## config.mk

```make
export PLATFORM = sky130hd
export DESIGN_NAME = mrc_queue
export DESIGN_NICKNAME = d
export VERILOG_FILES = /design/src/sv/mrc_pkg.sv /design/src/sv/mrc_queue.sv
export SDC_FILE = /design/constraint.sdc
export NUM_CORES = 1
export LEC_CHECK = 0
export BUFFER_PORTS_ARGS = -buffer_cell sky130_fd_sc_hd__buf_2
export CAP_MARGIN = 20
export CORE_UTILIZATION = 40
export DETAILED_ROUTE_END_ITERATION = 7
export SYNTH_ARGS = -nofsm -noshare
export SYNTH_HDL_FRONTEND = slang
export SYNTH_SLANG_ARGS = --single-unit
```

## constraint.sdc

```tcl
create_clock -name clk -period 5.75 [get_ports clk]
set_input_delay 0.2875 -clock clk [delete_from_list [all_inputs] [get_ports clk]]
set_output_delay 0.2875 -clock clk [all_outputs]
set_load 0.1 [all_outputs]
```

## src/sv/mrc_pkg.sv

```systemverilog
// shared types and constants for the clockwise matrix rotator
`default_nettype none

package mrc_pkg;

    // default largest side of the square matrix
    localparam int MAX_SIDE_DEF = 16;

    // width of the side length register
    localparam int SIDE_W = 5;

    // reset value of the side length register
    localparam logic [SIDE_W-1:0] SIDE_RESET = 5'd16;

    // element width
    localparam int DATA_W = 32;

    // result queue sizing (depth is a power of two)
    localparam int QDEPTH = 4;
    localparam int QPTR_W = 2;
    localparam int QCNT_W = 3;

    // read request in flight from the front to the result queue
    typedef struct packed {
        logic valid;
        logic last;
    } mrc_tag_t;

    // one queued result
    typedef struct packed {
        logic signed [DATA_W-1:0] data;
        logic                     last;
    } mrc_entry_t;

endpackage

`default_nettype wire

```

## src/sv/mrc_queue.sv

```systemverilog
// back end: small result queue between the ram read and the output side
`default_nettype none

module mrc_queue (
    input  wire logic                         clk,
    input  wire logic                         rst_n,
    input  wire logic                         wr_en,
    input  wire mrc_pkg::mrc_entry_t          wr_entry,
    input  wire logic                         pop,
    output logic                              empty,
    output mrc_pkg::mrc_entry_t               head,
    output logic [mrc_pkg::QCNT_W-1:0]        count
);

    import mrc_pkg::*;

    mrc_entry_t        slot_reg [QDEPTH];
    logic [QPTR_W-1:0] wr_ptr_reg;
    logic [QPTR_W-1:0] rd_ptr_reg;
    logic [QCNT_W-1:0] count_reg, count_next;
    logic              rd_en;

    assign empty = (count_reg == '0);
    assign rd_en = pop && !empty;
    assign head  = slot_reg[rd_ptr_reg];
    assign count = count_reg;

    always_comb
    begin
        count_next = count_reg;
        if (wr_en && !rd_en)
        begin
            count_next = count_reg + QCNT_W'(1);
        end
        else if (rd_en && !wr_en)
        begin
            count_next = count_reg - QCNT_W'(1);
        end
    end

    always_ff @(posedge clk)
    begin
        if (wr_en)
        begin
            slot_reg[wr_ptr_reg] <= wr_entry;
        end
    end

    always_ff @(posedge clk or negedge rst_n)
    begin
        if (!rst_n)
        begin
            wr_ptr_reg <= '0;
            rd_ptr_reg <= '0;
            count_reg  <= '0;
        end
        else
        begin
            count_reg <= count_next;
            if (wr_en)
            begin
                wr_ptr_reg <= wr_ptr_reg + QPTR_W'(1);
            end
            if (rd_en)
            begin
                rd_ptr_reg <= rd_ptr_reg + QPTR_W'(1);
            end
        end
    end

endmodule

`default_nettype wire

```

# [After elaboration in Yosys (flattened, before gate mapping)]
# Memories as Yosys holds them, arrays and structs flattened.
# Cells that the tools add are included.
[word_totals] reg_bits=7 latch_bits=0 mem_bits_rw=132 mem_bits_ro=0 in_bits=37 output_inout_bits=37 n_memories=1
[memory_table] memory="slot_reg" depth=4 word_bits=33 rd=1 rd_ports_with_merged_regs=0 write_ports=1 line_no="mrc_queue.sv:17" source="mrc_entry_t slot_reg [QDEPTH];"
[op_classes] addsub=4 n_mul=0 n_div=0 order_cmp=0 eq_ne=0 shift=0 muxes=4 n_bitwise=0 n_reduce_logical=8
[ops] op="$mux 3" n=2
[ops] op="$add 2x1->2 const B" n=2
[ops] op="$add 3x1->3 const B" n=1
[ops] op="$logic_and 1x1->1" n=3
[ops] op="$logic_not 1->1" n=3
[ops] op="$logic_not 3->1" n=1
[ops] op="$sub 3x1->3 const B" n=1
[ops] op="$mux 1" n=2
[ops] op="$reduce_bool 2->1" n=1

# [Depth between registers and ports, before layout]
[depth] ltp_word=6 mapped_depth=8 depth_no_buf=8

# [Least setup slack after synthesis]
# Ideal clock, no wire load.
[synth_path] kind="register to register" start="register count_reg[0] (netlist: count[0])" end="register count_reg[2] (netlist: count[2])" arrival_ns=2.327 t_required_ns=5.588 path_slack_ns=3.261 stages_incl_launch_ff=9 n_path_buf=0 cell_sequence="dfrtp_1 > or3_1 > nand2_1 > ha_1 > inv_1 > fa_1 > xor2_1 > nor2_1 > xor2_1"
[synth_between] elab_chain_len=6
[synth_rtl] item="from (decl)" line_no="mrc_queue.sv:20" source="logic [QCNT_W-1:0] count_reg, count_next;"
[synth_rtl] item="from (signal assigned)" line_no="mrc_queue.sv:59" source="count_reg <= count_next;"
[synth_rtl] item="parallel branches: the longest is 6 deep, another holds $sub 3x1->3"
# Several ways; the timed one is not identified. The select of a mux whose other input is x is not followed.
# A chain may end at the register's enable or synchronous reset.

==> impl_metrics.tcl <==
set metrics [dict create \
    critical_path_arrival_ns 2.51 \
    coreArea_mm2 0.0127 \
    cp_top_family "flip-flops" \
    antenna_found_initial 0 \
    avgSynthCellArea_um2 25.2 \
    yosys_register_bits 139 \
    dieArea_mm2 0.0135 \
    path_buf_inv 2 \
    hpwl_um 4910 \
    max_stage_delay_ns 0.75 \
    relSlewSlack_pct 36.4 \
    drive_above_1_share_pct 44.4 \
    grtUsageTotal_pct 14.6 \
    numCtsBuffers 17 \
    critical_path_class "reg2out" \
    area_growth_pct 20.6 \
    grt_max_degree 35 \
    status "completed" \
    worstRegToRegCells 8 \
    hp-class "in2reg" \
    fin_nets 336 \
    drtAntennaViolNets 0 \
    min_to "slot_reg[0][10]" \
    netlist-cell-type-count 19 \
    cp-end-kind "primary output" \
    register_area_mm2 0.00414 \
    port_buffers 73 \
    final_common_cell "edfxtp_1" \
    crit_required_ns 5.46 \
    routed_wl_um 8550 \
    drc 0 \
    fmax_mhz 358 \
    diodes 0 \
    largest_register_ffs 132 \
    fp.dieW_um 116 \
    cts_root_buf "clkbuf_16" \
    tightest_slew_ns 0.954 \
    postSynthCellCount 207 \
    post_drt_via_cell_ratio 4.89 \
    crit-reg2reg-launch "count[0]" \
    cp_slowest_cell "dfrtp_2" \
    reg2reg_slack_ns 3.62 \
    final_cell_mix "132 x edfxtp_1, 73 x buf_2, 28 x mux4_2" \
    finalCritPeriodShare_pct 48.6 \
    finalHoldViolCount 0 \
    chipHeight_um 116 \
    period_needed_ns 2.79 \
    yosysSeqAreaShare_pct 79.5 \
    clk_pin_slew_ns 0.05 \
    drt-pass1-iter-count 4 \
    multi_input_area_um2 966 \
    clk_path_buf_depth 2 \
    ios 74 \
    regToRegEndpoint "count[2]" \
    cts_tree "built" \
    fin_skew_ns 0.0102 \
    row_count 41 \
    finalSetupTns_ns 0 \
    netlist_area_mm2 0.00521 \
    drt_iter0_markers 129 \
    gp_congestion 0.626 \
    min_from "wr_entry[10]" \
    rsz0062_at_grt "no" \
    grt_pass1_vias 2471 \
    crit_fanout 19 \
    cp-start-kind "register" \
    num_vias 2328 \
    nFillCells 1073 \
    grt_first_pass_wirelength_um 13300 \
    yosysWarningCount 0 \
    wl_per_cell_um 18.0 \
    path_cells "buf_4 -> mux4_2 -> buf_2" \
    start_util_pct 41.1 \
    drv_slew 0 \
    htreeDepth 4 \
    setup_viol 0 \
    maxCapViolCount 0 \
    cts_sinks 139 \
    clock_latency_ns 0.42 \
    overflow 0 \
    min_path_cells 1 \
    synth_nets 250 \
]
[worst max path at each step]
stage | startpoint | to | slack, ns | depth (start not counted)
after global routing | rd_ptr_reg[0] | head[7] | 2.76 | 3
after detailed placement | rd_ptr_reg[0] | head[4] | 3.31 | 3
final | rd_ptr_reg[0] | head[4] | 2.96 | 3
after global placement | rd_ptr_reg[0] | head[16] | 3.33 | 3
after CTS | rd_ptr_reg[0] | head[4] | 2.86 | 3
after floorplan | count[0] | count[2] | 3.26 | 8
[layer usage]
| metal | part of all wire (%) | vias to the layer above | track usage (%) |
|---|---|---|---|
| met1 | 41 | 1206 | 16.9 |
| met4 | 2.1 | 0 | 8.21 |
| li1 | - | 1041 | - |
| met3 | 6.2 | 13 | 6.01 |
| met2 | 50 | 68 | 23.1 |
| met5 | 0 | - | 0 |
[kinds of logic (layout without fill, tap and decap cells)]
| group | after synthesis | after routing | synth area share [%] |
|---|---|---|---|
| buffers and inverters | 12 | 109 | 2.04 |
| multiplexers | 34 | 34 | 14.9 |
| flip-flops | 139 | 139 | 79.5 |
| adder cells (fa/ha/maj) | 6 | 6 | 1.59 |
| XOR/XNOR | 6 | 6 | 1.01 |
| AND/OR/NAND/NOR | 9 | 9 | 0.913 |
| AO/OA/AOI/OAI | 1 | 1 | 0.0960 |
[worst reg2reg max path, delay by kind of cell, from the launching register on]
family | cells | cell delay [ns]
AND/OR/NAND/NOR | 3 | 0.67
adder cells (fa/ha/maj) | 2 | 0.56
flip-flops | 1 | 0.44
XOR/XNOR | 2 | 0.33
buffers and inverters | 1 | 0.06
[what timing repair did]
| item | in CTS | in global routing |
|---|---|---|
| hold endpoints to repair | 7 | 0 |
| setup buffers | 0 | 0 |
| hold buffers | 1 | 0 |
| gates resized for setup | 0 | 0 |
[synth_stat cells]
cell	number	area [µm²]
nor2_1	1	3.75
xnor2_1	3	26.3
ha_1	5	62.6
o21ai_0	1	5.00
inv_1	4	15.0
mux4_2	28	631
edfxtp_1	132	3960
dfrtp_1	7	175
xor2_1	3	26.3
and2_1	4	25.0
buf_2	4	20.0
fa_1	1	20.0
nand3_1	1	5.00
nand2_1	2	7.51
buf_12	3	60.1
or3_1	1	6.26
mux2_2	1	11.3
mux4_1	5	131
buf_6	1	11.3
[cell type report]
cell class / count / area share (%)
multi-input cells: 56 / 15.4
clock buffers: 18 / 6.83
flip-flops and latches: 139 / 65.9
well taps: 172 / 3.43
inverters: 4 / 0.239
repair buffers: 75 / 6.10
clock inverters: 12 / 2.09
[through the flow]
step                      util (%)  instances  hold WS (ns)  setup WS (ns)  area [µm²]
after global placement        45.1        445         0.133           3.33        5710
final                         49.6        476        0.0835           2.96        6280
after global routing          49.6        476        0.0699           2.76        6280
after CTS                     49.6        476        0.0701           2.86        6280
after detailed placement      45.1        445         0.142           3.31        5710
after floorplan                  -        207      -0.00809           3.26        5210
Power is left out: the tool's default activity adds up to more than one toggle a clock period on the data nets, which glitch-free logic cannot reach.
