File: config.mk
export PLATFORM = sky130hd
export DESIGN_NAME = mrc_front
export DESIGN_NICKNAME = d
export VERILOG_FILES = /design/src/sv/mrc_pkg.sv /design/src/sv/mrc_front.sv
export SDC_FILE = /design/constraint.sdc
export NUM_CORES = 1
export LEC_CHECK = 0
export BUFFER_PORTS_ARGS = -buffer_cell sky130_fd_sc_hd__buf_2
export CAP_MARGIN = 20
export CORE_MARGIN = 3
export CORE_UTILIZATION = 48
export CTS_BUF_LIST = sky130_fd_sc_hd__clkbuf_16
export DETAILED_ROUTE_END_ITERATION = 12
export PLACE_DENSITY = 0.86
export SYNTH_ARGS = -nofsm -noshare
export SYNTH_HDL_FRONTEND = slang
export SYNTH_SLANG_ARGS = --single-unit
File: constraint.sdc
create_clock -name clk -period 8.2 [get_ports clk]
set_clock_uncertainty 0.2 [all_clocks]
set_input_delay 0.82 -clock clk [delete_from_list [all_inputs] [get_ports clk]]
set_output_delay 0.82 -clock clk [all_outputs]
set_load 0.03 [all_outputs]
File: src/sv/mrc_pkg.sv
// shared types and constants for the clockwise matrix rotator
`default_nettype none

package mrc_pkg;

    // default largest side of the square matrix
    localparam int MAX_SIDE_DEF = 16;

    // width of the side length register
    localparam int SIDE_W = 5;

    // reset value of the side length register
    localparam logic [SIDE_W-1:0] SIDE_RESET = 5'd16;

    // element width
    localparam int DATA_W = 32;

    // result queue sizing (depth is a power of two)
    localparam int QDEPTH = 4;
    localparam int QPTR_W = 2;
    localparam int QCNT_W = 3;

    // read request in flight from the front to the result queue
    typedef struct packed {
        logic valid;
        logic last;
    } mrc_tag_t;

    // one queued result
    typedef struct packed {
        logic signed [DATA_W-1:0] data;
        logic                     last;
    } mrc_entry_t;

endpackage

`default_nettype wire

File: src/sv/mrc_front.sv
// front end: config, frame counters, bank select, address generation, clearing pass
`default_nettype none

module mrc_front #(
    parameter int MAX_SIDE = mrc_pkg::MAX_SIDE_DEF
) (
    input  wire logic                                  clk,
    input  wire logic                                  rst_n,
    input  wire logic                                  push,
    output logic                                       full,
    input  wire logic signed [mrc_pkg::DATA_W-1:0]     element_in,
    input  wire logic                                  cfg_valid,
    output logic                                       cfg_ready,
    input  wire logic [mrc_pkg::SIDE_W-1:0]            side_length,
    input  wire logic [mrc_pkg::QCNT_W-1:0]            q_count,
    output logic                                       ram_we,
    output logic [$clog2(2*MAX_SIDE*MAX_SIDE)-1:0]     ram_waddr,
    output logic [mrc_pkg::DATA_W-1:0]                 ram_wdata,
    output logic                                       ram_re,
    output logic [$clog2(2*MAX_SIDE*MAX_SIDE)-1:0]     ram_raddr,
    output mrc_pkg::mrc_tag_t                          tag
);

    import mrc_pkg::*;

    localparam int BANK_WORDS = MAX_SIDE * MAX_SIDE;
    localparam int DEPTH      = 2 * BANK_WORDS;
    localparam int ADDR_W     = $clog2(DEPTH);
    localparam int CNT_W      = $clog2(MAX_SIDE);
    localparam int EW         = (CNT_W + 1 > SIDE_W) ? CNT_W + 1 : SIDE_W;

    logic [SIDE_W-1:0] side_reg;
    logic              bank_reg,  bank_next;
    logic [CNT_W-1:0]  row_reg,   row_next;
    logic [CNT_W-1:0]  col_reg,   col_next;
    logic              clr_busy_reg;
    logic [ADDR_W-1:0] clr_addr_reg;
    mrc_tag_t          tag_reg,   tag_next;

    logic [EW-1:0]     side_ext;
    logic [EW-1:0]     eff;
    logic [CNT_W-1:0]  nm1;
    logic              accept;
    logic              at_col_end;
    logic              at_row_end;
    logic [ADDR_W-1:0] wr_addr;
    logic [ADDR_W-1:0] rd_addr;

    // 0 acts as 1, anything above the largest side acts as the largest side
    always_comb
    begin
        side_ext = EW'(side_reg);
        if (side_ext == '0)
        begin
            eff = EW'(1);
        end
        else if (side_ext > EW'(MAX_SIDE))
        begin
            eff = EW'(MAX_SIDE);
        end
        else
        begin
            eff = side_ext;
        end
        nm1 = CNT_W'(eff - EW'(1));
    end

    // room for the request in flight plus this one
    assign full      = clr_busy_reg
                     || ((QCNT_W+1)'(q_count) + (QCNT_W+1)'(tag_reg.valid)
                         >= (QCNT_W+1)'(QDEPTH));
    assign accept    = push && !full;
    assign cfg_ready = 1'b1;

    assign at_col_end = (col_reg == nm1);
    assign at_row_end = (row_reg == nm1);

    // write into the current bank, read rotated source from the other
    assign wr_addr = ADDR_W'(bank_reg) * ADDR_W'(BANK_WORDS)
                   + ADDR_W'(row_reg) * ADDR_W'(MAX_SIDE)
                   + ADDR_W'(col_reg);
    assign rd_addr = ADDR_W'(!bank_reg) * ADDR_W'(BANK_WORDS)
                   + ADDR_W'(nm1 - col_reg) * ADDR_W'(MAX_SIDE)
                   + ADDR_W'(row_reg);

    assign ram_we    = clr_busy_reg || accept;
    assign ram_waddr = clr_busy_reg ? clr_addr_reg : wr_addr;
    assign ram_wdata = clr_busy_reg ? '0 : DATA_W'(element_in);
    assign ram_re    = accept;
    assign ram_raddr = rd_addr;
    assign tag       = tag_reg;

    always_comb
    begin
        bank_next = bank_reg;
        row_next  = row_reg;
        col_next  = col_reg;
        tag_next.valid = accept;
        tag_next.last  = at_col_end && at_row_end;
        if (accept)
        begin
            if (at_col_end)
            begin
                col_next = '0;
                if (at_row_end)
                begin
                    row_next  = '0;
                    bank_next = !bank_reg;
                end
                else
                begin
                    row_next = row_reg + CNT_W'(1);
                end
            end
            else
            begin
                col_next = col_reg + CNT_W'(1);
            end
        end
        // new side length restarts the frame
        if (cfg_valid && cfg_ready)
        begin
            row_next = '0;
            col_next = '0;
        end
    end

    always_ff @(posedge clk or negedge rst_n)
    begin
        if (!rst_n)
        begin
            side_reg     <= SIDE_RESET;
            bank_reg     <= 1'b0;
            row_reg      <= '0;
            col_reg      <= '0;
            tag_reg      <= '0;
            clr_busy_reg <= 1'b1;
            clr_addr_reg <= '0;
        end
        else
        begin
            bank_reg <= bank_next;
            row_reg  <= row_next;
            col_reg  <= col_next;
            tag_reg  <= tag_next;
            if (cfg_valid && cfg_ready)
            begin
                side_reg <= side_length;
            end
            if (clr_busy_reg)
            begin
                clr_addr_reg <= clr_addr_reg + ADDR_W'(1);
                if (clr_addr_reg == ADDR_W'(DEPTH - 1))
                begin
                    clr_busy_reg <= 1'b0;
                end
            end
        end
    end

endmodule

`default_nettype wire

Word-level counts from Yosys, hierarchy flattened
Index checks and enable logic that the tools add are counted.
Word-level totals
  flip-flop bits (word level): 26
  latch bits: 0
  RAM bits: 0
  ROM bits: 0
  input bits: 44
  output and inout port bits: 56
  logic and storage cells: 47
  memories kept: 0
Cells by class
  $add $sub $neg: 10
  multiply operators: 0
  div/mod/pow operators: 0
  $lt $le $gt $ge: 2
  equality and inequality tests: 3
  shift operators: 0
  multiplexer cells: 13
  bitwise logic cells: 0
  reduce and logical (&&, ||, !) cells: 11
Operators by type and width (number)
  $mux W4: 9
  $mux W32: 1
  $add A9 B4 Y9: 2
  $add A9 B1 Y9 const B: 1
  $add A9 B8 Y9: 1
  $add A9 B9 Y9: 1
  $eq A9 B9 Y1 const B: 1
  $mux W9: 1
  $add A4 B1 Y4 const B: 2
  $eq A4 B4 Y1: 2
  $gt A5 B5 Y1 const B: 1
  $logic_not A5 Y1: 1
  $sub A4 B4 Y5: 1
  $add A3 B1 Y4: 1
  $ge A4 B3 Y1 const B: 1
  $reduce_bool A2 Y1: 2
  $sub A4 B1 Y4 const B: 1
  $reduce_and A3 Y1: 1
  $logic_and A1 B1 Y1: 2
  $logic_not A1 Y1: 2
  $logic_or A1 B1 Y1: 2
  $mux W1: 2
  $reduce_and A2 Y1: 1

Depth between registers and ports, before layout
Gate-level depths: netlist (run 1).
  depth in word-level cells: 9
  mapped depth: 11
  depth with buffers taken out: 11

Worst setup path before layout (run 1)
No wires, ideal clock.
  kind: register to output
  start: reg side_reg[1], in the netlist side_ext[1]
  end: out ram_raddr[8]
  arrival time: 2.454 ns
  required time: 7.180 ns
  slack: 4.726 ns
  cell stages (with the launch flop): 10
  path buffers: 0
  cells stage by stage: dfrtp_1 > or4_4 > nand2_1 > inv_1 > ha_1 > inv_1 > fa_1 > a21o_1 > a21oi_1 > xnor2_1
Between the ends
  cells in the longest elaborated chain, start to end: 7
  elaborated cells on any way between the ends: 8
  those cells by class: 4 x add/sub; 1 x order compare; 2 x mux; 1 x reduce/logical
RTL lines
  from (decl): line mrc_front.sv:32  | logic [SIDE_W-1:0] side_reg;
  from (signal assigned): line mrc_front.sv:148  | side_reg <= side_length;
  $gt A5 B5 Y1: line mrc_front.sv:57  | else if (side_ext > EW'(MAX_SIDE))
  $mux W4: line mrc_front.sv:57
  $mux W4 *: line mrc_front.sv:53  | if (side_ext == '0)
  $sub A4 B1 Y4 *: line mrc_front.sv:65  | nm1 = CNT_W'(eff - EW'(1));
  $sub A4 B4 Y5 *: line mrc_front.sv:83  | + ADDR_W'(nm1 - col_reg) * ADDR_W'(MAX_SIDE)
  $add A9 B9 Y9 *: line mrc_front.sv:83
  $add A9 B4 Y9 *: line mrc_front.sv:84  | + ADDR_W'(row_reg);
  to (decl): line mrc_front.sv:20  | output logic [$clog2(2*MAX_SIDE*MAX_SIDE)-1:0] ram_raddr,
Every way passes the cells marked *; elsewhere a longest branch is shown, timed or not.

Worst setup path after layout (run 1)
Same ends and word-level chain as after synthesis.

==> impl_metrics.py, run 1 <==
metrics = {
    "outcome": {
        "outcome": "complete, no violations",
    },
    "placed_design": {
        "post-dp-hpwl_um": 3408,
        "buffer_ports.inserted": 98,
        "gp_routability_congestion": 0.8217,
    },
    "logic_synthesis": {
        "avgSynthCellArea_sq_um": 9.351,
        "post_synthesis_simple_gate_area_fraction_pct": 28.92,
        "ys_ff_latch": 26,
        "post_syn_nets": 246,
        "seq_area_frac_synth_pct": 36.38,
        "yosys.area_share.adder_pct": 7.387,
        "synth_xor_xnor_area_share_pct": 8.153,
        "post_synth_mux_area_share_pct": 8.641,
        "synth_edf_count": 0,
        "syn_inst": 192,
        "synth_async_sr_flop_share_pct": 100.0,
        "synthesis.area_sq_um": 1795,
        "synth-compound-area-share_pct": 6.063,
        "unique_cell_type_count_in_the_yosys_netlist": 39,
        "synth_warnings": 0,
        "dominant_combinational_cell_family_by_area_after_synthesis": "simple AND/OR/NAND/NOR gates",
        "synthFlopType": "dfrtp_1",
    },
    "route": {
        "postRouteAntennaNets": 0,
        "wl_per_cell_um": 13.07,
        "finalWirelength_um": 4312,
        "drt_first_pass_iters": 4,
        "num_vias": 1685,
        "drt_iter0_markers": 35,
        "vias_per_cell": 5.106,
        "drc_errors": 0,
    },
    "sta": {
        "post-route-min-period_ps": 3952,
        "finalMaxSlewViolations": 0,
        "max_transition_margin_pct": 41.21,
        "setup-violations-final": 0,
        "grt_setup_unrepaired": "no",
        "period_share_pct": 48.19,
        "fmax_mhz": 253.0,
        "timing_worst_slew_pin_value_ps": 881.8,
        "totalNegativeSetupSlack_ps": 0,
        "finalHoldViolations": 0,
    },
    "layout": {
        "share_of_layout_cells_above_drive_strength_1_pct": 42.96,
        "flip_flop_count_of_the_largest_register_all_copies_and_words_added": 9,
        "num-nets-final": 339,
        "area_growth_pct": 34.01,
        "num-fill-cells": 278,
        "number_of_antenna_diodes": 0,
        "layout_common_cells": "buf_2, nor2b_1, dfrtp_1, nand2_1, nor2_1",
        "final_common_cell": "buf_2",
    },
    "clock_tree": {
        "cts.htree.levels": 1,
        "cts.reportedPaths.clkPinSlew_ps": 60,
        "clock_sink_count": 26,
        "max-clock-path-buffers": 2,
        "clk-insertion-delay-late_ps": 260,
        "cts_buffers": 3,
        "cts_root_buffer_type": "clkbuf_16",
        "cts_setup_buffers": 0,
        "tritoncts": "built",
        "post_cts.resized_instances": 0,
        "post_cts_hold_buffer_count": 0,
    },
    "floorplan": {
        "floorplan_core_area_sq_um": 3468,
        "chipHeight_um": 67.16,
        "start_util_pct": 51.77,
        "core.rowCount": 21,
        "ios": 100,
        "design.die.area_sq_um": 4510,
        "die_width_um": 67.16,
    },
    "min_path": {
        "timing.hold.worst.start": "clr_addr_reg[5]",
        "holdCritPathClass": "reg -> reg",
        "min_delay_path_depth": 1,
        "worstHoldEndpoint": "clr_addr_reg[5]",
    },
    "critical_path": {
        "path_max_fanout": 4,
        "critical_path.startpoint_type": "flip-flop",
        "rr_worst_depth": 10,
        "launching_point_of_the_worst_reg2reg_path": "side_ext[1]",
        "reg2reg_slack_ps": 5130,
        "setup.worst_path.class": "reg -> out",
        "critical_path.reg2reg.endpoint": "row_reg[2]",
        "worst_setup_path_end_kind": "output pin",
        "worst_ep_arrival_time_ps": 2930,
        "cp_data_required_time_ps": 7180,
    },
    "grt": {
        "grt_pass1_wl_um": 6603,
        "antenna_violations_before_repair": 0,
        "first_global_vias": 1519,
        "overflow": 0,
        "grt_start_max_net_pins": 56,
        "grtUsageTotal_pct": 19.07,
    },
    "power": {
        "power.net_switching_mw": 0.1228,
        "p_total_mw": 0.3967,
        "total_leakage_power_nw": 1.272,
        "vdd_ir_drop_max_mv": 0.1594,
        "power.sequential.fraction_pct": 34.4,
        "p_int_mw": 0.2739,
        "power.switching_fraction_pct": 30.96,
        "combPwrFrac_pct": 29.9,
        "power_frac_clock_pct": 35.8,
        "power_density_normalized_to_cell_area_nw_per_um2": 164.9,
    },
    "job": {
        "drv.max_cap_violation_count": 0,
    },
}
stage by stage:
stage	util (%)	cells	setup WS, ps	hold slack (ps)	area (sq um)
2_1_floorplan	-	192	4726	256.4	1795
3_3_place_gp	66.34	326	4613	278.7	2301
3_5_place_dp	66.34	326	4574	300.0	2301
4_1_cts	69.37	330	4252	310.3	2406
5_1_grt	69.37	330	4149	320.0	2406
6_report	69.37	330	4248	310.1	2406
worst max-delay path by stage:
| stage | startpoint | to |
|---|---|---|
| 2_1_floorplan | side_ext[1] | ram_raddr[8] |
| 3_3_place_gp | side_ext[1] | ram_raddr[8] |
| 3_5_place_dp | side_ext[1] | ram_raddr[8] |
| 4_1_cts | side_ext[1] | ram_raddr[8] |
| 5_1_grt | side_ext[1] | ram_raddr[8] |
| 6_report | side_ext[1] | ram_raddr[8] |
Yosys cell counts, types with 2 or more instances:
library cell | n | area, sq um
ha_1 | 9 | 112.6
buf_1 | 2 | 7.510
nand4_1 | 4 | 25.02
a21oi_1 | 7 | 35.03
o21ai_0 | 5 | 25.02
a21o_1 | 2 | 15.01
dfstp_2 | 2 | 52.55
nor2_1 | 13 | 48.80
nor4_1 | 4 | 25.02
nand2b_1 | 4 | 25.02
mux2_2 | 12 | 135.1
xnor2_1 | 7 | 61.31
nor3_1 | 2 | 10.01
mux2i_1 | 2 | 20.02
clkbuf_1 | 6 | 22.52
dfrtp_1 | 24 | 600.6
nor2b_1 | 33 | 206.5
xor2_1 | 7 | 61.31
nand2_1 | 15 | 56.30
and3_1 | 2 | 12.51
inv_1 | 9 | 33.78
nand3_1 | 4 | 20.02
metal layers:
layer / vias to the layer above / part of all wire [%] / wire, um / track usage (%)
met2: 83 / 48 / 2064 / 33.74
li1: 826 / - / - / -
met5: - / 0 / 0 / 0
met4: 0 / 1.2 / 53 / 6.835
met1: 771 / 41 / 1749 / 23.26
met3: 5 / 10 / 445 / 3.161
critical path, stage by stage (launching register included):
cell	delay, ps
dfrtp_1	400
or4_4	550
nand2_1	90
inv_1	40
ha_1	300
inv_1	90
fa_1	430
a21o_1	170
a21oi_1	170
xnor2_1	170
buf_2	240
cell families after synthesis:
| group | Yosys count |
|---|---|
| buffers and inverters | 19 |
| muxes | 14 |
| and+or+nand+nor | 89 |
| adders and majority gates | 10 |
| DFF | 26 |
| other | 1 |
| AOI/OAI and AO/OA | 18 |
| xor gates and xnor gates | 15 |
power groups by stage:
stage          logic [mW]  registers [mW]  clock network, mW
6_report            0.118           0.136              0.142
3_3_place_gp        0.117           0.138                  0
3_5_place_dp        0.118           0.139                  0
4_1_cts             0.119           0.136              0.144
5_1_grt             0.128           0.137              0.150
2_1_floorplan      0.0845           0.138                  0
cell type report:
class	count	area, sq um	share of cell area [%]
multi-input cells	147	1066	44.31
clock buffers	3	75.07	3.120
well taps	46	57.56	2.392
inverters	9	33.78	1.404
repair buffers	98	490.5	20.38
flip-flops and latches	26	653.1	27.15
clock inverters	1	30.03	1.248
No activity file was read; power rests on OpenSTA's default activity.
==> inputs of run 2 (changes only) <==
--- a/config.mk
+++ b/config.mk
@@ -5,13 +5,14 @@
 export SDC_FILE = /design/constraint.sdc
 export NUM_CORES = 1
 export LEC_CHECK = 0
+export ABC_AREA = 1
 export BUFFER_PORTS_ARGS = -buffer_cell sky130_fd_sc_hd__buf_2
 export CAP_MARGIN = 20
 export CORE_MARGIN = 3
-export CORE_UTILIZATION = 48
+export CORE_UTILIZATION = 41
 export CTS_BUF_LIST = sky130_fd_sc_hd__clkbuf_16
 export DETAILED_ROUTE_END_ITERATION = 12
-export PLACE_DENSITY = 0.86
+export PLACE_DENSITY = 0.76
 export SYNTH_ARGS = -nofsm -noshare
 export SYNTH_HDL_FRONTEND = slang
 export SYNTH_SLANG_ARGS = --single-unit
==> constraint.sdc (replaced) <==
create_clock -name clk -period 3.6 [get_ports clk]
set_clock_uncertainty 0.2 [all_clocks]
set_input_delay 0.36 -clock clk [delete_from_list [all_inputs] [get_ports clk]]
set_output_delay 0.36 -clock clk [all_outputs]
set_load 0.03 [all_outputs]
==> run 2 against run 1 <==
Against the previous run:
- register-to-register slack worse by 4300 ps
- global-route usage shrank 2.6 points
- sequential cell count is the same
==> impl_metrics.py, run 2 <==
metrics = {
    "critical_path": {
        "slowest_stage": "dfrtp_1",
        "path_max_fanout": 4,
        "critical_path.reg2reg.endpoint": "row_reg[2]",
        "worst_ep_arrival_time_ps": 2700,
        "critical_path.startpoint": "side_ext[1]",
        "launching_point_of_the_worst_reg2reg_path": "side_ext[1]",
        "cp_num_cells": 12,
        "worst_path_most_repeated_cell": "nand2_1",
        "critical_path.startpoint_type": "flip-flop",
        "worst_setup_path_end_kind": "output pin",
        "timing.critical_path.buf_inv": 2,
        "setup.worst_path.class": "reg -> out",
        "critical_path.top_delay_family": "adder cells",
        "critical-path-max-stage-delay_ps": 400,
        "reg2reg_slack_ps": 830,
        "rr_worst_depth": 16,
        "worst_setup_endpoint": "ram_raddr[8]",
        "path_cells": "nor2_1, nand2_1, nand2_1, nand2_2, ha_1, xnor2_2, ha_1, nand2_1, clkinv_1, a221oi_1, xor2_1, buf_2",
        "cp_data_required_time_ps": 3040,
    },
    "route": {
        "wl_per_cell_um": 11.35,
        "finalWirelength_um": 4824,
        "num_vias": 1967,
        "drt_first_pass_iters": 4,
        "postRouteAntennaNets": 0,
        "vias_per_cell": 4.628,
        "drc_errors": 0,
        "drt_iter0_markers": 56,
    },
    "floorplan": {
        "ios": 100,
        "chipHeight_um": 74.91,
        "die_width_um": 74.91,
        "floorplan_core_area_sq_um": 4474,
        "design.die.area_sq_um": 5612,
        "core.rowCount": 24,
        "start_util_pct": 43.51,
    },
    "sta": {
        "finalMaxSlewViolations": 0,
        "post-route-min-period_ps": 3260,
        "totalNegativeSetupSlack_ps": 0,
        "period_share_pct": 90.57,
        "timing_worst_slew_pin_value_ps": 624.0,
        "fmax_mhz": 306.7,
        "max_transition_margin_pct": 58.40,
        "setup-violations-final": 0,
        "finalHoldViolations": 0,
        "grt_setup_unrepaired": "no",
    },
    "grt": {
        "grtUsageTotal_pct": 16.50,
        "overflow": 0,
        "first_global_vias": 1660,
        "antenna_violations_before_repair": 0,
        "grt_start_max_net_pins": 37,
        "grt_pass1_wl_um": 7224,
    },
    "layout": {
        "num-nets-final": 428,
        "number_of_antenna_diodes": 0,
        "final_design_area_no_fill_sq_um": 2582,
        "final_common_cell": "buf_2",
        "share_of_layout_cells_above_drive_strength_1_pct": 34.05,
        "layout_common_cells": "buf_2, inv_1, nand2_1, nor2_1, dfrtp_1",
        "flip_flop_count_of_the_largest_register_all_copies_and_words_added": 9,
        "area_growth_pct": 32.65,
    },
    "logic_synthesis": {
        "post_syn_nets": 331,
        "synthFlopType": "dfrtp_1",
        "synthesis.area_sq_um": 1947,
        "post-synth-top-area-cell": "dfrtp_1",
        "synth_async_sr_flop_share_pct": 100.0,
        "synth.top_cells.by_count": "inv_1, nand2_1, nor2_1",
        "synth_edf_count": 0,
        "unique_cell_type_count_in_the_yosys_netlist": 33,
        "most_instantiated_library_cell_after_synthesis": "inv_1",
        "synth_largest_type_area_fraction_pct": 30.85,
        "seq_area_frac_synth_pct": 33.55,
        "ys_ff_latch": 26,
        "avgSynthCellArea_sq_um": 7.028,
        "synth_warnings": 0,
        "synth_area_leaders": "dfrtp_1, inv_1, nand2_1, nor2_1, xor2_1",
        "syn_inst": 277,
    },
    "clock_tree": {
        "clock_sink_count": 26,
        "clk-insertion-delay-late_ps": 270,
        "cts.reportedPaths.clkPinSlew_ps": 70,
        "cts.htree.levels": 1,
        "tritoncts": "built",
        "cts_root_buffer_type": "clkbuf_16",
        "cts_buffers": 3,
        "max-clock-path-buffers": 2,
    },
    "min_path": {
        "holdCritPathClass": "in -> reg",
        "timing.hold.worst.start": "side_length[1]",
    },
    "placed_design": {
        "buffer_ports.inserted": 98,
        "gp_routability_congestion": 0.8262,
        "post-dp-hpwl_um": 3909,
        "detailed_place.area_sq_um": 2467,
    },
    "power": {
        "vdd_ir_drop_max_mv": 0.2864,
        "power_density_normalized_to_cell_area_nw_per_um2": 432.0,
        "total_leakage_power_nw": 1.572,
    },
    "outcome": {
        "outcome": "complete, no violations",
    },
    "job": {
        "drv.max_cap_violation_count": 0,
    },
}
## run 2: changes by cell type after synthesis, moves of 9 or more
cell,previous run,this run
nand2_1,15,51
inv_1,9,58
nand2_2,0,9
nand3_1,4,14
nor2b_1,33,0
nor2_1,13,43
o21ai_0,5,16
mux2_2,12,0
## run 2: routing by layer
| metal | vias up | part of all wire, % | track usage (%) |
|---|---|---|---|
| met5 | - | 0 | 0 |
| met2 | 78 | 45 | 28.92 |
| met3 | 4 | 8.6 | 3.071 |
| li1 | 1020 | - | - |
| met1 | 865 | 45 | 21.15 |
| met4 | 0 | 0.83 | 3.557 |
## run 2: logic make-up after synthesis
family          share of synthesized area (%)
compound gates                          6.234
buf+inv                                 14.40
xor+xnor                                8.034
other cells                            0.1926
flops                                   33.55
simple gates                            30.78
fa+ha+maj                               6.812
## run 2: where the power goes
part / leakage (nW) / internal (mW) / switching (mW) / total, mW
logic: 1.18 / 0.142 / 0.303 / 0.445
registers: 0.344 / 0.313 / 0.0276 / 0.340
clock network: 0.0511 / 0.222 / 0.109 / 0.330
## run 2: how the worst min path moves through the flow
stage,endpoint,slack [ps],depth (start not counted)
3_3_place_gp,row_reg[0],200,1
6_report,side_ext[1],90,3
5_1_grt,side_ext[2],100,3
2_1_floorplan,bank_reg,-140,0
3_5_place_dp,row_reg[1],200,1
4_1_cts,side_ext[1],90,3
## run 2: worst min-delay path, cell delays in order
cell     delay [ps]
buf_2            70
nand2_1          40
nand2_1          50
## run 2: repair_timing
| action | in CTS | in global routing |
|---|---|---|
| resized for setup | 0 | 0 |
| endpoints found under the hold margin | 24 | 0 |
| hold buffers | 1 | 0 |
| buffers inserted | 0 | 0 |
## run 2: final cells by class
type / instances / area (sq um)
clock buffer: 3 / 75.07
clock inverter: 1 / 30.03
fill: 428 / 1892
inverter: 62 / 237.7
multi-input combinational: 181 / 1013
sequential: 26 / 653.1
tap: 52 / 65.06
timing repair buffer: 100 / 508.0
## run 2: stage by stage
| step | power [mW] | hold WS, ps | util (%) | std cells | worst slack [ps] |
|---|---|---|---|---|---|
| final | 1.116 | 90.00 | 57.72 | 425 | 339.6 |
| after floorplan | 0.6628 | -135.6 | - | 277 | 664.0 |
| after global placement | 0.7820 | 197.0 | 55.15 | 420 | 764.4 |
| after CTS | 1.123 | 93.52 | 57.72 | 425 | 333.2 |
| after detailed placement | 0.7906 | 198.6 | 55.15 | 420 | 631.4 |
| after global routing | 1.181 | 99.19 | 57.72 | 425 | 183.5 |
==> inputs of run 3 (changes only) <==
--- a/config.mk
+++ b/config.mk
@@ -9,10 +9,10 @@
 export BUFFER_PORTS_ARGS = -buffer_cell sky130_fd_sc_hd__buf_2
 export CAP_MARGIN = 20
 export CORE_MARGIN = 3
-export CORE_UTILIZATION = 41
+export CORE_UTILIZATION = 40
 export CTS_BUF_LIST = sky130_fd_sc_hd__clkbuf_16
 export DETAILED_ROUTE_END_ITERATION = 12
-export PLACE_DENSITY = 0.76
+export PLACE_DENSITY = 0.75
 export SYNTH_ARGS = -nofsm -noshare
 export SYNTH_HDL_FRONTEND = slang
 export SYNTH_SLANG_ARGS = --single-unit
==> run 3 against run 2 <==
Against the previous run:
- fmax grew 1.7%
- sequential cell count is the same
- via count shrank 1.8%
==> impl_metrics.py, run 3 (synthesized netlist as in run 2, its figures left out) <==
metrics = {
    "floorplan": {
        "chipHeight_um": 75.77,
        "ios": 100,
        "die_width_um": 75.77,
        "start_util_pct": 42.94,
        "floorplan_core_area_sq_um": 4534,
        "core.rowCount": 24,
        "design.die.area_sq_um": 5740,
    },
    "clock_tree": {
        "post_cts.resized_instances": 0,
        "cts_setup_buffers": 0,
        "cts.reportedPaths.clkPinSlew_ps": 60,
        "cts.htree.levels": 1,
        "cts_root_buffer_type": "clkbuf_16",
        "cts_buffers": 3,
        "tritoncts": "built",
        "post_cts_hold_buffer_count": 1,
        "max-clock-path-buffers": 2,
        "clk-insertion-delay-late_ps": 260,
        "clock_sink_count": 26,
    },
    "layout": {
        "flip_flop_count_of_the_largest_register_all_copies_and_words_added": 9,
        "num-nets-final": 427,
        "final_common_cell": "buf_2",
        "layout_common_cells": "buf_2, inv_1, nand2_1, nor2_1, dfrtp_1",
        "share_of_layout_cells_above_drive_strength_1_pct": 33.87,
        "multi_input_area_sq_um": 1013,
        "layout.area.seq_sq_um": 653.1,
        "number_of_antenna_diodes": 0,
        "area_growth_pct": 33.10,
        "num-fill-cells": 436,
    },
    "placed_design": {
        "buffer_ports.inserted": 98,
        "dp_slack_ps": 702.3,
        "gp_routability_congestion": 0.8333,
        "post-dp-hpwl_um": 4028,
    },
    "route": {
        "drt_iter0_markers": 79,
        "num_vias": 1932,
        "postRouteAntennaNets": 0,
        "wl_per_cell_um": 11.18,
        "drt_first_pass_iters": 4,
        "vias_per_cell": 4.421,
        "drc_errors": 0,
        "finalWirelength_um": 4887,
    },
    "power": {
        "total_leakage_power_nw": 1.567,
        "vdd_ir_drop_max_mv": 0.2373,
        "power_density_normalized_to_cell_area_nw_per_um2": 426.7,
    },
    "sta": {
        "fmax_mhz": 312.1,
        "post-route-min-period_ps": 3205,
        "totalNegativeSetupSlack_ps": 0,
        "max_transition_margin_pct": 39.21,
        "period_share_pct": 89.01,
        "fin_ws_ps": 395.5,
        "timing_worst_slew_pin_value_ps": 911.8,
        "finalHoldViolations": 0,
        "grt_setup_unrepaired": "no",
        "finalMaxSlewViolations": 0,
        "setup-violations-final": 0,
    },
    "grt": {
        "global_route.usage.met1_pct": 20.54,
        "grt_pass1_wl_um": 7376,
        "grt_most_used_layer": "met2",
        "antenna_violations_before_repair": 0,
        "grtUsageTotal_pct": 16.55,
        "first_global_vias": 1686,
        "met2_usage_pct": 29.66,
        "grt.met3_usage_pct": 2.507,
        "grt_start_max_net_pins": 54,
        "overflow": 0,
    },
    "min_path": {
        "timing.hold.worst.start": "side_length[2]",
        "worstHoldEndpoint": "side_ext[2]",
        "min_delay_path_depth": 3,
        "holdCritPathClass": "in -> reg",
    },
    "critical_path": {
        "launching_point_of_the_worst_reg2reg_path": "side_ext[1]",
        "timing.critical_path.buf_inv": 2,
        "rr_worst_depth": 16,
        "critical_path.startpoint_type": "flip-flop",
        "setup.worst_path.class": "reg -> out",
        "path_cells": "nor2_1, nand2_1, nand2_1, nand2_2, ha_1, xnor2_2, ha_1, nand2_1, clkinv_1, a221oi_1, xor2_1, buf_2",
        "worst_ep_arrival_time_ps": 2640,
        "reg2reg_slack_ps": 860,
        "critical_path.top_delay_family": "adder cells",
        "worst_path_most_repeated_cell": "nand2_1",
        "slowest_stage": "dfrtp_1",
        "cp_data_required_time_ps": 3040,
        "critical_path.reg2reg.endpoint": "row_reg[2]",
        "worst_setup_path_end_kind": "output pin",
        "path_max_fanout": 4,
        "critical-path-max-stage-delay_ps": 400,
    },
    "job": {
        "drv.max_cap_violation_count": 0,
    },
    "outcome": {
        "outcome": "complete, no violations",
    },
}
## run 3: power by group
part	total [mW]	internal, mW	switching, mW
registers	0.340	0.313	0.0267
logic	0.442	0.141	0.301
clock network	0.324	0.221	0.103
## run 3: tightest hold or removal path, cell delays in order
cell	delay, ps
buf_2	70
nand2_1	40
nand2_1	50
## run 3: cell type report
cell class | count | share of cell area [%]
clock buffer | 3 | 2.897
multi-input combinational | 181 | 39.11
tap | 65 | 3.139
timing repair buffer | 99 | 19.31
sequential | 26 | 25.21
clock inverter | 1 | 1.159
inverter | 62 | 9.174
## run 3: routing by layer
metal  routed length, um  vias to the layer above  share of wire, %
li1                    -                     1020                 -
met4                  82                        0               1.7
met3                 405                        8               8.3
met2                2272                       85                46
met1                2127                      819                44
met5                   0                        -                 0
## run 3: worst max path at each step
stage | from | endpoint | slack [ps] | cells past startpoint
floorplan | side_ext[1] | ram_raddr[8] | 660 | 11
global placement | side_ext[1] | ram_raddr[8] | 770 | 12
detailed placement | side_ext[1] | ram_raddr[8] | 700 | 12
CTS | side_ext[1] | ram_raddr[8] | 410 | 12
global route | side_ext[1] | ram_raddr[8] | 240 | 12
finish | side_ext[1] | ram_raddr[8] | 400 | 12
## run 3: per-stage QoR
stage	total power [mW]	utilization [%]	cell area, sq um	hold WS (ps)	instances
after CTS	1.114	57.15	2591	95.07	437
final	1.106	57.15	2591	94.11	437
after detailed placement	0.7895	54.61	2476	195.5	432
after global placement	0.7821	54.61	2476	193.0	432
after global routing	1.170	57.15	2591	113.7	437
after floorplan	0.6628	-	1947	-135.6	277
